File: src/rtl/allocation_leak_tracker_core_defines.svh
// assertion macros shared by the allocation leak tracker rtl
`ifndef ALLOCATION_LEAK_TRACKER_CORE_DEFINES_SVH
`define ALLOCATION_LEAK_TRACKER_CORE_DEFINES_SVH

// checked on every clock edge outside reset
`define ALT_ASSERT(label, prop, msg) \
    label: assert property (@(posedge clk) disable iff (!rst_n) prop) \
        else $error(msg);

// checked on every clock edge, reset included
`define ALT_ASSERT_ALWAYS(label, prop, msg) \
    label: assert property (@(posedge clk) prop) else $error(msg);

`endif

File: src/rtl/alt_pkg.sv
// types and constants shared by the allocation leak tracker modules
`default_nettype none

package alt_pkg;

    localparam int APB_ADDR_W = 3;
    localparam int APB_DATA_W = 32;

    // word index of the tracking enable register
    localparam logic REG_TRACK_ENABLE = 1'b0;

    localparam int SLOT_W  = 6;
    localparam int COUNT_W = 7;

    localparam logic [1:0] OP_ADD    = 2'd0;
    localparam logic [1:0] OP_DELETE = 2'd1;
    localparam logic [1:0] OP_CLEAR  = 2'd2;

    localparam logic [1:0] STS_DONE      = 2'd0;
    localparam logic [1:0] STS_IGNORED   = 2'd1;
    localparam logic [1:0] STS_FULL      = 2'd2;
    localparam logic [1:0] STS_NOT_FOUND = 2'd3;

    typedef struct packed {
        logic [1:0]  opcode;
        logic [31:0] address;
        logic [31:0] length;
    } req_t;

    typedef struct packed {
        logic [1:0]         status;
        logic [SLOT_W-1:0]  slot;
        logic [COUNT_W-1:0] live_count;
        logic [31:0]        live_total;
    } rsp_t;

    typedef struct packed {
        logic [31:0] stamp;
        logic [31:0] length;
        logic [31:0] address;
    } entry_t;

    typedef enum logic [1:0] {
        K_ADD,
        K_DEL,
        K_CLEAR,
        K_IGNORE
    } kind_t;

    typedef enum logic [2:0] {
        ST_INIT,
        ST_IDLE,
        ST_SCAN,
        ST_SWEEP,
        ST_COMMIT
    } state_t;

    typedef struct packed {
        logic capture;
        logic rd_issue;
        logic sweep_wr;
        logic commit;
    } ctl_cmd_t;

    typedef struct packed {
        kind_t in_kind;
        kind_t kind;
        logic  issue_done;
        logic  rd_pending;
        logic  found;
        logic  out_free;
    } dp_sts_t;

endpackage

`default_nettype wire

File: src/rtl/alt_ctrl.sv
// controller state machine for the allocation leak tracker
`default_nettype none
`include "allocation_leak_tracker_core_defines.svh"

module alt_ctrl
    import alt_pkg::*;
(
    input  wire logic     clk,
    input  wire logic     rst_n,
    input  wire logic     req_valid,
    output logic          req_ready,
    input  wire dp_sts_t  sts,
    output ctl_cmd_t      cmd
);

    state_t state_reg;
    state_t state_next;
    logic   scan_end;

    // add stops at the first free slot, delete walks the whole table
    assign scan_end = ((sts.kind == K_ADD) && sts.found) ||
                      (sts.issue_done && !sts.rd_pending);

    always_ff @(posedge clk or negedge rst_n)
    begin
        if (!rst_n)
        begin
            state_reg <= ST_INIT;
        end
        else
        begin
            state_reg <= state_next;
        end
    end

    always_comb
    begin
        state_next = state_reg;
        unique case (state_reg)
            ST_INIT:
            begin
                if (sts.issue_done)
                begin
                    state_next = ST_IDLE;
                end
            end
            ST_IDLE:
            begin
                if (req_valid)
                begin
                    unique case (sts.in_kind)
                        K_CLEAR:      state_next = ST_SWEEP;
                        K_IGNORE:     state_next = ST_COMMIT;
                        K_ADD, K_DEL: state_next = ST_SCAN;
                    endcase
                end
            end
            ST_SCAN:
            begin
                if (scan_end)
                begin
                    state_next = ST_COMMIT;
                end
            end
            ST_SWEEP:
            begin
                if (sts.issue_done)
                begin
                    state_next = ST_COMMIT;
                end
            end
            ST_COMMIT:
            begin
                if (sts.out_free)
                begin
                    state_next = ST_IDLE;
                end
            end
            default:
            begin
                state_next = ST_INIT;
            end
        endcase
    end

    always_comb
    begin
        req_ready    = 1'b0;
        cmd          = '0;
        unique case (state_reg)
            ST_INIT:
            begin
                cmd.sweep_wr = !sts.issue_done;
            end
            ST_IDLE:
            begin
                req_ready   = 1'b1;
                cmd.capture = req_valid;
            end
            ST_SCAN:
            begin
                cmd.rd_issue = !sts.issue_done && !((sts.kind == K_ADD) && sts.found);
            end
            ST_SWEEP:
            begin
                cmd.sweep_wr = !sts.issue_done;
            end
            ST_COMMIT:
            begin
                cmd.commit = sts.out_free;
            end
            default:
            begin
                req_ready = 1'b0;
            end
        endcase
    end

    `ALT_ASSERT(a_commit_needs_room, cmd.commit |-> sts.out_free, "commit with output busy")
    `ALT_ASSERT(a_scan_exits, (state_reg == ST_SCAN) && sts.issue_done && !sts.rd_pending |=> (state_reg == ST_COMMIT), "scan did not end after last entry")
    `ALT_ASSERT(a_one_port_use, !(cmd.rd_issue && cmd.sweep_wr), "read and sweep in one cycle")

endmodule

`default_nettype wire

File: config.mk
export PLATFORM = sky130hd
export DESIGN_NAME = alt_ctrl
export DESIGN_NICKNAME = d
export VERILOG_FILES = /design/src/rtl/alt_pkg.sv /design/src/rtl/alt_ctrl.sv
export VERILOG_INCLUDE_DIRS = /design/src /design/src/rtl
export SDC_FILE = /design/constraint.sdc
export NUM_CORES = 1
export LEC_CHECK = 0
export BUFFER_PORTS_ARGS = -buffer_cell sky130_fd_sc_hd__buf_2
export CAP_MARGIN = 20
export CORE_AREA = 2 2 39 41
export CTS_CLUSTER_DIAMETER = 150
export DETAILED_ROUTE_END_ITERATION = 8
export DIE_AREA = 0 0 41 43
export PLACE_DENSITY = 0.49
export REMOVE_ABC_BUFFERS = 1
export SETUP_SLACK_MARGIN = 0.3
export SLEW_MARGIN = 10
export SYNTH_ARGS = -nofsm -noshare
export SYNTH_HDL_FRONTEND = slang
export SYNTH_SLANG_ARGS = --single-unit
File: constraint.sdc
create_clock -name clk -period 3.6 [get_ports clk]
set_input_delay 0 -clock clk [delete_from_list [all_inputs] [get_ports clk]]
set_output_delay 0 -clock clk [all_outputs]
set_load 0.01 [all_outputs]
# ---- After elaboration in Yosys (flattened, before gate mapping)
# Cells that the tools add are included.
dict set report word_totals {
  regBits 3
  latch_bits 0
  ram_bits 0
  mem_bits_ro 0
  inputBits 11
  output_inout_bits 5
  elab_cells 38
  n_memories 0
}
dict set report op_classes {
  add_sub_neg 0
  mul 0
  div 0
  order_cmp 0
  eq_ne 12
  shift 0
  n_mux 12
  bitwise 0
  reduce_logical 13
}
# op n
set ops {}
lappend ops {{$mux W3} 5}
lappend ops {{$pmux W3 S5} 1}
lappend ops {{$ne A2 B2 Y1 const B} 5}
lappend ops {{$pmux W3 S3} 1}
lappend ops {{$eq A3 B2 Y1 const B} 2}
lappend ops {{$mux W1} 5}
lappend ops {{$reduce_and A5 Y1} 1}
lappend ops {{$eq A2 B2 Y1 const B} 2}
lappend ops {{$logic_not A2 Y1} 2}
lappend ops {{$reduce_or A2 Y1} 2}
lappend ops {{$eq A3 B1 Y1 const B} 1}
lappend ops {{$eq A3 B3 Y1 const B} 1}
lappend ops {{$logic_and A1 B1 Y1} 3}
lappend ops {{$logic_not A1 Y1} 3}
lappend ops {{$logic_not A3 Y1} 1}
lappend ops {{$eq A2 B1 Y1 const B} 1}
lappend ops {{$logic_or A1 B1 Y1} 1}

# ---- Longest topological paths before layout
dict set report depth {
  ltp_word 5
  ltp_mapped 5
  mapped_depth_nobuf 4
}

# ---- Worst setup path before layout
# OpenSTA, ideal clock, no wires.
dict set report synth_path {
  kind {flip-flop to flip-flop}
  startpoint {reg state_reg[0]}
  endpoint {reg state_reg[1]}
  setup_time_ns 0.125
  t_arrival_ns 1.512
  required_time_ns 3.475
  setup_slack_ns 1.963
  stages_incl_launch_ff 6
  synth_period_minus_slack_ns 1.637
  path_cell_list {dfrtp_1 buf_6 nand2b_4 or4_4 o211ai_2 mux2_4}
}
dict set report synth_between {
  elab_chain_len 3
}
# item line
set synth_rtl {}
lappend synth_rtl {{start, declared} alt_ctrl.sv:16} ;# state_t state_reg;
lappend synth_rtl {{start signal, assigned} alt_ctrl.sv:32} ;# state_reg <= state_next;
lappend synth_rtl {{$eq A3 B2 Y1 (tied with other cells)} alt_ctrl.sv:39} ;# unique case (state_reg)
lappend synth_rtl {{$ne A2 B2 Y1 (no line)} n/a}
lappend synth_rtl {{$reduce_and A5 Y1 (no line)} n/a}
# Several ways; a longest one is shown, not always the timed one.
# A chain may end at the register's enable or synchronous reset.

# ---- Worst setup path after layout
# Ends and elaborated chain as after synthesis.

==> metrics.md <==
| Metric | Value |
|---|---|
| Largest net degree at the start of global routing | `11` |
| Slowest cell on the critical path | `or4_4` |
| Post-Synthesis Cells | `30` |
| Ys flop type | `dfrtp_1` |
| CTS buffer count | `3` |
| Final Skew | `0.00833 ns` |
| Drt pass-1 iters | `4` |
| Yosys reg bits | `3` |
| P&R area growth vs syn | `37.2%` |
| Post-synth top area share | `0.256` |
| Clock sinks | `3` |
| # diodes | `0` |
| Post-layout util | `0.290` |
| Htree depth | `1` |
| Status | `finished clean` |
| Rel. slew slack | `0.770` |
| Leakage | `0.197 nW` |
| Max-cap viol count | `0` |
| Critical path class | `flip-flop to flip-flop` |
| Routed wire per std cell | `10.8 um` |
| Fraction of registers with async set/reset | `1.00` |
| Mean number of vias per cell | `4.48` |
| Yosys top cell by area | `dfrtp_1` |
| Layout cells sized above 1 | `0.468` |
| Post-synth EDFFs | `0` |
| Count of cell types in the netlist | `25` |
| CTS clk-pin slew, worst paths | `0.04 ns` |
| Io pins | `16` |
| RSZ-0062 raised after global routing | `false` |
| Core Region | `0.00138 mm^2` |
| Slew Viols, Final | `0` |
| Initial antenna violation count | `0` |
| Total GRT Usage | `0.0923` |
| Maximum VDD drop | `0.158 mV` |
| Largest cells by area after synthesis | `dfrtp_1 26%, mux2i_1 6.8%, mux2_4 5.1%` |
| Crit-path cells | `nand2b_4, or4_4, o211ai_2, mux2_4` |
| Worst Slack Setup Final | `1.90 ns` |
| Die Height | `43 um` |
| Count leader, synth | `dfrtp_1` |
| DR iter-0 viols | `5` |
| Fin. Hold Viols | `0` |
| Hold crit path type | `input pin to async pin` |
| Largest register FFs | `3` |
| Port-buffer cells | `15` |
| Fill cells | `152` |
| DRT Wirelength | `682 um` |
| Congestion Overflow GR | `0` |
| Initial core utilization | `0.212` |
| Post-Syn Area | `293 um^2` |
| Ys Warns | `0` |
| DIE AREA | `0.00176 mm^2` |
| CP Launch Type | `flip-flop` |
| Maximum clock frequency | `0.588 GHz` |
| Worst Setup End Kind | `flip-flop` |
| Top delay family on crit path | `simple AND/OR/NAND/NOR gates` |
| Slew @ Worst Pin | `0.344 ns` |
| Nets | `59` |
| Row count | `14` |
| Chip Width | `41 um` |
| CTS tree | `built` |
| Pre-CTS setup slack | `1.90 ns` |
| Commonest cells post-synth | `3 x dfrtp_1, 2 x mux2i_1, 2 x nor2b_1, 2 x nor3b_1` |
| DR DRC count | `0` |
| Worst path max stage delay | `0.51 ns` |
| Clock buffer depth | `2` |
| Final period util | `0.472` |
| Gates resized, CTS repair | `0` |
| Synth Area per Inst | `9.76 um^2` |
| Critical path peak fanout | `9` |
| Via count | `282` |
| CP arrival | `1.82 ns` |
| Power Density | `709 mW/mm^2` |
| First-pass GRT wire length | `1050 um` |
| Clock root buffer | `clkbuf_4` |
| GP Congestion | `0.706` |
| Sequential area share after synthesis | `0.256` |
| HPWL after detailed placement | `545 um` |
| Worst path bufs/invs | `0` |
| Fin crit period | `1.70 ns` |
| Final ANT Viol Nets | `0` |
| Setup_tns | `0 ns` |
| Final setup fails | `0` |
| Clock latency on the worst-skew pair | `0.24 ns` |
| Vias in the first global route | `269` |
| CP Data Required Time | `3.72 ns` |
[where the power goes]
part | leakage [nW] | internal, W | switching [W]
clock network | 0.0150 | 0.0000416 | 0.0000186
registers | 0.0380 | 0.0000479 | 0.0000368
logic | 0.144 | 0.0000825 | 0.0000572
total | 0.197 | 0.000172 | 0.000113
[final timing paths]
kind | start | end | slack, ns | depth (start not counted)
worst min-delay path | rst_n | state_reg[0]$_DFFE_PN0P_ | 0.09 | 2
worst min register to register | state_reg[0]$_DFFE_PN0P_ | state_reg[0]$_DFFE_PN0P_ | 0.71 | 1
worst max-delay path | state_reg[0]$_DFFE_PN0P_ | state_reg[1]$_DFFE_PN0P_ | 1.90 | 4
min in group clk | sts[7] | state_reg[2]$_DFFE_PN0P_ | 0.15 | 3
max in group asynchronous | rst_n | state_reg[2]$_DFFE_PN0P_ | 3.39 | 2
worst max register to register | state_reg[0]$_DFFE_PN0P_ | state_reg[1]$_DFFE_PN0P_ | 1.90 | 4
[cell families after synthesis]
family,count (synthesis),share of synthesized area
compound gates,6,0.150
xor+xnor,1,0.0299
simple gates,13,0.329
flops,3,0.256
buf+inv,3,0.0769
mux,4,0.158
[layout by cell type (no fill, tap or decap)]
cell            n
dlygate4sd3_1   1
nor2_1          1
mux2_4          1
a31oi_1         1
clkbuf_1        1
or3b_1          1
and3_1          1
buf_2          15
a21boi_0        1
nand3b_1        1
nor3b_1         2
mux2_1          1
and2_1          1
nor4_1          1
dfrtp_1         3
xor2_1          1
nor2b_1         2
nor3_1          1
o211ai_2        1
mux2i_1         2
or4_4           1
clkbuf_4        3
nand2b_4        1
o21ai_1         1
o31ai_1         1
a21oi_1         1
[routing by layer]
layer | vias to the layer above | GRT usage | part of all wire
met5 | - | 0 | 0
met2 | 16 | 0.119 | 0.41
met1 | 121 | 0.122 | 0.46
met4 | 0 | 0.0800 | 0
li1 | 145 | - | -
met3 | 0 | 0.0209 | 0.13
[metrics by stage]
stage / hold slack [ns] / cells / instance area [um^2] / power, W
after floorplan: -0.296 / 27 / 270 / 0.000183
after global placement: -0.198 / 58 / 365 / 0.000225
after detailed placement: -0.200 / 58 / 365 / 0.000226
after CTS: 0.0910 / 63 / 402 / 0.000291
after global routing: 0.102 / 63 / 402 / 0.000309
final: 0.0920 / 63 / 402 / 0.000285
[what timing repair did]
| action | in CTS | in global routing |
|---|---|---|
| hold buffers | 1 | 0 |
| endpoints found under the hold margin | 3 | 0 |
| setup buffers | 0 | 0 |
[layout make-up]
| cell class | count | area [um^2] | share of cell area |
|---|---|---|---|
| multi-input combinational | 24 | 195 | 0.486 |
| clock buffer | 4 | 26.3 | 0.0654 |
| tap | 16 | 20.0 | 0.0498 |
| sequential | 3 | 75.1 | 0.187 |
| timing repair buffer | 16 | 85.1 | 0.212 |
Power figures use the tool's default switching activity.
